==> src/sv/tcw_pkg.sv <==
package tcw_pkg;

   localparam int COLUMNS    = 80;
   localparam int ROWS       = 25;
   localparam int CELL_COUNT = COLUMNS * ROWS;

   localparam int CELL_W   = 16;
   localparam int CODE_W   = 8;
   localparam int ADDR_W   = 11;
   localparam int POS_W    = ADDR_W + 1;
   localparam int COL_W    = $clog2(COLUMNS + 8);
   localparam int TAB_SHIFT = 3;

   localparam logic [CODE_W-1:0] CODE_NEWLINE = 8'd10;
   localparam logic [CODE_W-1:0] CODE_TAB     = 8'd9;
   localparam logic [7:0]        TEXT_ATTR    = 8'h07;

   typedef enum logic {
      OP_PUT  = 1'b0,
      OP_READ = 1'b1
   } tcw_op_type;

   typedef enum logic [1:0] {
      ST_CLEAR,
      ST_IDLE,
      ST_READ,
      ST_SCROLL
   } tcw_state_type;

   typedef struct packed {
      logic              wr_en;
      logic [ADDR_W-1:0] wr_addr;
      logic [CELL_W-1:0] wr_data;
      logic              rd_en;
      logic [ADDR_W-1:0] rd_addr;
   } tcw_ram_cmd_type;

   typedef struct packed {
      logic              load;
      logic [ADDR_W-1:0] cursor;
      logic              from_mem;
   } tcw_result_type;

endpackage

==> src/sv/tcw_ctrl.sv <==
module tcw_ctrl (
   input  logic                            clock,
   input  logic                            reset,
   input  logic                            req_valid,
   output logic                            req_ready,
   input  logic                            req_operation,
   input  logic [tcw_pkg::CODE_W-1:0]      req_char_code,
   input  logic [tcw_pkg::ADDR_W-1:0]      req_cell_index,
   input  logic                            out_free,
   input  logic [tcw_pkg::CELL_W-1:0]      rd_data,
   output tcw_pkg::tcw_ram_cmd_type        ram_cmd,
   output tcw_pkg::tcw_result_type         result
);
   import tcw_pkg::*;

   localparam logic [ADDR_W-1:0] LAST_CELL  = ADDR_W'(CELL_COUNT - 1);
   localparam logic [ADDR_W-1:0] KEEP_COUNT = ADDR_W'(CELL_COUNT - COLUMNS);

   tcw_state_type     state_ff, state_in;
   logic [ADDR_W-1:0] count_ff, count_in;
   logic [ADDR_W-1:0] cursor_ff, cursor_in;
   logic [COL_W-1:0]  col_ff, col_in;
   logic              read_hit_ff, read_hit_in;

   logic              accept;
   logic              is_put;
   logic              is_print;
   logic              out_of_range;
   logic              scroll_need;
   logic [POS_W-1:0]  pos_ext;
   logic [POS_W-1:0]  next_pos;
   logic [POS_W-1:0]  tab_pos;
   logic [COL_W-1:0]  col_sum;

   assign accept       = req_valid && req_ready;
   assign is_put       = tcw_op_type'(req_operation) == OP_PUT;
   assign is_print     = is_put && (req_char_code != CODE_NEWLINE)
                         && (req_char_code != CODE_TAB);
   assign out_of_range = req_cell_index >= ADDR_W'(CELL_COUNT);

   always_comb begin
      pos_ext = {1'b0, cursor_ff};
      tab_pos = ((pos_ext >> TAB_SHIFT) + POS_W'(1)) << TAB_SHIFT;
      if (req_char_code == CODE_NEWLINE) begin
         next_pos = pos_ext - POS_W'(col_ff) + POS_W'(COLUMNS);
      end else if (req_char_code == CODE_TAB) begin
         next_pos = tab_pos;
      end else begin
         next_pos = pos_ext + POS_W'(1);
      end
      col_sum = col_ff + COL_W'(next_pos - pos_ext);
      if (req_char_code == CODE_NEWLINE) begin
         col_in = '0;
      end else if (col_sum >= COL_W'(COLUMNS)) begin
         col_in = col_sum - COL_W'(COLUMNS);
      end else begin
         col_in = col_sum;
      end
      scroll_need = next_pos >= POS_W'(CELL_COUNT);
      if (scroll_need) begin
         cursor_in = ADDR_W'(next_pos - POS_W'(COLUMNS));
      end else begin
         cursor_in = ADDR_W'(next_pos);
      end
      read_hit_in = !out_of_range;
   end

   always_comb begin
      state_in = state_ff;
      unique case (state_ff)
         ST_CLEAR: begin
            if (count_ff == LAST_CELL) begin
               state_in = ST_IDLE;
            end
         end
         ST_IDLE: begin
            if (accept) begin
               if (!is_put) begin
                  state_in = ST_READ;
               end else if (scroll_need) begin
                  state_in = ST_SCROLL;
               end
            end
         end
         ST_READ: begin
            state_in = ST_IDLE;
         end
         ST_SCROLL: begin
            if (count_ff == LAST_CELL) begin
               state_in = ST_IDLE;
            end
         end
         default: begin
            state_in = ST_IDLE;
         end
      endcase
   end

   always_comb begin
      req_ready = 1'b0;
      ram_cmd   = '0;
      result    = '0;
      count_in  = count_ff;
      unique case (state_ff)
         ST_CLEAR: begin
            ram_cmd.wr_en   = 1'b1;
            ram_cmd.wr_addr = count_ff;
            count_in        = count_ff + ADDR_W'(1);
         end
         ST_IDLE: begin
            req_ready = out_free;
            if (accept && is_print) begin
               ram_cmd.wr_en   = 1'b1;
               ram_cmd.wr_addr = cursor_ff;
               ram_cmd.wr_data = {TEXT_ATTR, req_char_code};
            end
            if (accept && !is_put && !out_of_range) begin
               ram_cmd.rd_en   = 1'b1;
               ram_cmd.rd_addr = req_cell_index;
            end
            if (accept && is_put && scroll_need) begin
               ram_cmd.rd_en   = 1'b1;
               ram_cmd.rd_addr = ADDR_W'(COLUMNS);
               count_in        = '0;
            end
            result.load   = accept && is_put && !scroll_need;
            result.cursor = cursor_in;
         end
         ST_READ: begin
            result.load     = 1'b1;
            result.cursor   = cursor_ff;
            result.from_mem = read_hit_ff;
         end
         ST_SCROLL: begin
            ram_cmd.wr_en   = 1'b1;
            ram_cmd.wr_addr = count_ff;
            if (count_ff < KEEP_COUNT) begin
               ram_cmd.wr_data = rd_data;
            end
            if (count_ff < KEEP_COUNT - ADDR_W'(1)) begin
               ram_cmd.rd_en   = 1'b1;
               ram_cmd.rd_addr = count_ff + ADDR_W'(COLUMNS + 1);
            end
            result.load   = count_ff == LAST_CELL;
            result.cursor = cursor_ff;
            count_in      = count_ff + ADDR_W'(1);
         end
         default: begin
            req_ready = 1'b0;
         end
      endcase
   end

   always_ff @(posedge clock) begin
      if (reset) begin
         state_ff    <= ST_CLEAR;
         count_ff    <= '0;
         cursor_ff   <= '0;
         col_ff      <= '0;
         read_hit_ff <= 1'b0;
      end else begin
         state_ff <= state_in;
         count_ff <= count_in;
         if (accept && is_put) begin
            cursor_ff <= cursor_in;
            col_ff    <= col_in;
         end
         if (accept) begin
            read_hit_ff <= read_hit_in;
         end
      end
   end

endmodule

==> config.mk <==
export PLATFORM = sky130hd
export DESIGN_NAME = tcw_ctrl
export DESIGN_NICKNAME = d
export VERILOG_FILES = /design/src/sv/tcw_pkg.sv /design/src/sv/tcw_ctrl.sv
export SDC_FILE = /design/constraint.sdc
export NUM_CORES = 1
export LEC_CHECK = 0
export ABC_CLOCK_PERIOD_IN_PS = 5700
export BUFFER_PORTS_ARGS = -buffer_cell sky130_fd_sc_hd__buf_2
export CORE_ASPECT_RATIO = 0.8
export CORE_MARGIN = 2
export CORE_UTILIZATION = 51
export CTS_BUF_LIST = sky130_fd_sc_hd__clkbuf_8 sky130_fd_sc_hd__clkbuf_16
export CTS_CLUSTER_SIZE = 28
export DETAILED_ROUTE_END_ITERATION = 16
export GPL_TIMING_DRIVEN = 0
export HOLD_SLACK_MARGIN = 0.12
export PLACE_DENSITY_LB_ADDON = 0.05
export SLEW_MARGIN = 15
export SYNTH_ARGS = -nofsm -noshare
export SYNTH_HDL_FRONTEND = slang
export SYNTH_SLANG_ARGS = --single-unit
export TNS_END_PERCENT = 10
==> constraint.sdc <==
create_clock -name clock -period 5.7 [get_ports clock]
set_input_delay 1.425 -clock clock [delete_from_list [all_inputs] [get_ports clock]]
set_output_delay 1.425 -clock clock [all_outputs]
set_load 0.01 [all_outputs]
==> results.toml <==
[status]
run_status = "finished, violations left"
violated_checks = "setup timing"

[clocking]
clock_insertion_delay_worst_skew_ps = 290
cts_buffers = 5
ctsHtreeMaxLevel = 2
clkTransAtPathRegs_ps = 80
cts.sink_count = 32
root_buffer = "sky130_fd_sc_hd__clkbuf_8"
max_clock_buf_depth = 2
clock_tree_from_tritoncts = "yes"
cts_hold_buf = 0

[timing]
fin_crit_ps = 5850
maxSlewViolCount = 0
totalNegativeSetupSlack_ps = -332
layout_worst_path_cycle_share = 1.03
max_slew.worst_pin.slew_ps = 793
final_hold_viol_count = 0
timing.slew.headroom = 0.471
final.setup_skew_ps = 5.06
timing.final.ws_setup_ps = -147
rsz0062_at_grt = "true"
max_clock_freq_ghz = 0.171
setup_viol = 5

[cells_and_area]
final_net_count = 776
antenna_cells = 0
post_route_cells_drive_above_1_share = 0.211
fin_area_um2 = 5060
instances_no_fill = 795
area_growth_syn_to_layout_pct = 22.7

[synth]
ys_async_sr_fraction = 0
post_synth_inst_count = 570
post_synth_instance_area_um2 = 4130
ys_seq_area_frac = 0.155
netlist-cell-type-count = 65
synth_fp_nets = 660
yosys-top-cells-area = "sky130_fd_sc_hd__dfxtp_1, sky130_fd_sc_hd__ha_1, sky130_fd_sc_hd__a21oi_1"
avgSynthCellArea_um2 = 7.24
ys_dominant_reg_cell = "sky130_fd_sc_hd__dfxtp_1"
synth_edf_count = 0
synth_top_cells_by_count = "sky130_fd_sc_hd__nor2_1, sky130_fd_sc_hd__inv_1, sky130_fd_sc_hd__nand2_1, sky130_fd_sc_hd__a21oi_1, sky130_fd_sc_hd__ha_1"
synth-seq-cells = 32
yosys.cell_count.top_type = "sky130_fd_sc_hd__nor2_1"
synthDominantAreaCellType = "sky130_fd_sc_hd__dfxtp_1"
ys_warn_count = 0
synth_top_area_frac = 0.155

[power]
power.leakage_uw = 0.00236
power.share.sequential = 0.337
irDropWorstVdd_mv = 0.100
net-switching-power_uw = 291
comb_power_share = 0.401
p_int_uw = 457
power.share.switching = 0.389
clock_power_frac = 0.263
pwr_density_cell_nw_per_um2 = 148
finalPower_uw = 748

[placement]
placement.cell_area_um2 = 4740
placed_cells = 771
dp.final_hpwl_mm = 10.5
gp_congestion = 0.918
io_buffers = 93
place_worst_setup_slack_ps = -706

[die]
floorplan.core_area_um2 = 7910
start_util = 0.522
die_height_um = 84.5
top_level_ports = 94
num_rows = 29
design.die.area_um2 = 8830
die_w_um = 105

[detailed_routing]
drt-initial-drc-count = 338
drt-vias-per-instance = 5.94
detailedRoute.firstPassIterationCount = 5
dr_vias = 4723
wl_mm = 13.8
drtAntennaViolNets = 0
route.detailed.drc = 0
route.detailed.wl_per_inst_um = 17.4

[critical_path]
timing.setup.critical_path_class = "input pin to output port"
critical_path.endpoint_type = "output port"
cpPeakStageDelay_ps = 390
timing.critical_path.arrival_ps = 4420
path_cells = "buf_8 -> nor4_4 -> buf_4 -> nand3b_1 -> clkbuf_8 -> mux2i_1 -> inv_1 -> ha_2 -> inv_2 -> o41a_1 -> or3_4 -> o21ai_2 -> buf_6 -> mux2i_2 -> a22o_1 -> buf_2"
crit_path_max_fanout = 5
start_kind = "input pin"
crit_slowest_cell = "sky130_fd_sc_hd__nor4_4"
worst_endpoint_required_time_ps = 4280
worst-r2r-setup-slack_ps = 800

[global_route]
grt_antenna_before_repair = 0
grt_start_max_net_pins = 11
first_global_vias = 4438
global_route.overflow_total = 0
globalRouteTotalUtil = 0.307
grt_first_pass_wirelength_mm = 21.9

[min_path]
worstHoldPathType = "flop to flop"

[flow_run]
max_cap_viols = 0
## cells in the final DEF, fill, tap and decap left out, types with 15 or more instances in the layout
cell type	netlist	routed
sky130_fd_sc_hd__a21oi_1	45	44
sky130_fd_sc_hd__a22o_1	15	15
sky130_fd_sc_hd__buf_2	2	92
sky130_fd_sc_hd__buf_4	1	17
sky130_fd_sc_hd__clkbuf_1	26	23
sky130_fd_sc_hd__dfxtp_1	32	30
sky130_fd_sc_hd__ha_1	43	42
sky130_fd_sc_hd__inv_1	49	50
sky130_fd_sc_hd__nand2_1	47	47
sky130_fd_sc_hd__nand3_1	18	18
sky130_fd_sc_hd__nor2_1	51	50
sky130_fd_sc_hd__nor3_1	15	15
sky130_fd_sc_hd__o21ai_0	29	28
sky130_fd_sc_hd__xnor2_1	20	20
## cells by family after synthesis
| logic type | Yosys count | share of synthesized area |
|---|---|---|
| DFF | 32 | 0.155 |
| and+or+nand+nor | 200 | 0.246 |
| muxes | 8 | 0.0197 |
| adders and majority gates | 50 | 0.164 |
| xor gates and xnor gates | 29 | 0.0615 |
| buffers and inverters | 80 | 0.0743 |
| AOI/OAI and AO/OA | 171 | 0.279 |
## metrics by stage
stage,utilization,hold slack [ps]
after detailed placement,0.600,468
after floorplan,-,436
after global placement,0.600,449
final,0.640,479
after global routing,0.640,528
after CTS,0.632,479
## per-layer routing
layer	up-vias	GRT usage	wire length [um]
li1	2261	-	-
met1	2221	0.428	6460
met2	216	0.494	5920
met3	25	0.0497	1180
met4	0	0.0848	240
met5	-	0	0
## flip-flops by register name, summed over array words and instances, names as in the netlist
signal and flops:
count_ff 11, cursor_ff 11, col_ff 7, state_ff 2, read_hit_ff 1
## final timing paths
kind / from / endpoint / depth (start not counted)
worst max-delay path: req_char_code[5] / result[6] / 16
worst min-delay path: col_ff[6]$_SDFFE_PP0P_ / col_ff[6]$_SDFFE_PP0P_ / 2
worst max register to register: cursor_ff[2]$_SDFFE_PP0P_ / col_ff[5]$_SDFFE_PP0P_ / 24
worst min register to register: col_ff[6]$_SDFFE_PP0P_ / col_ff[6]$_SDFFE_PP0P_ / 2
## area by class of cell
type	count	area (um^2)
multi-input combinational	458	3260
fill	758	2850
sequential	32	643
timing repair buffer	110	609
inverter	49	184
buffer	30	140
tap	108	135
clock buffer	6	82.6
clock inverter	2	7.51
## repair_timing
action                     CTS  global route
gates resized for setup     16            13
buffers inserted            15             2
setup endpoints to repair   10            14
pin swaps                   10             4
## power groups by stage
stage               Sequential (uW)  Clock (uW)  Combinational (uW)
floorplan                       251           0                 202
CTS                             251         196                 289
detailed placement              256           0                 280
global placement                256           0                 273
finish                          252         196                 300
global route                    254         205                 332
## worst max-delay path: cells and delay by family
| kind | cells | cell delay, ps |
|---|---|---|
| AO/OA/AOI/OAI | 3 | 660 |
| multiplexers | 2 | 360 |
| AND/OR/NAND/NOR | 3 | 860 |
| adder cells (fa/ha/maj) | 1 | 190 |
| buffers and inverters | 7 | 920 |
Power figures use the tool's default switching activity.
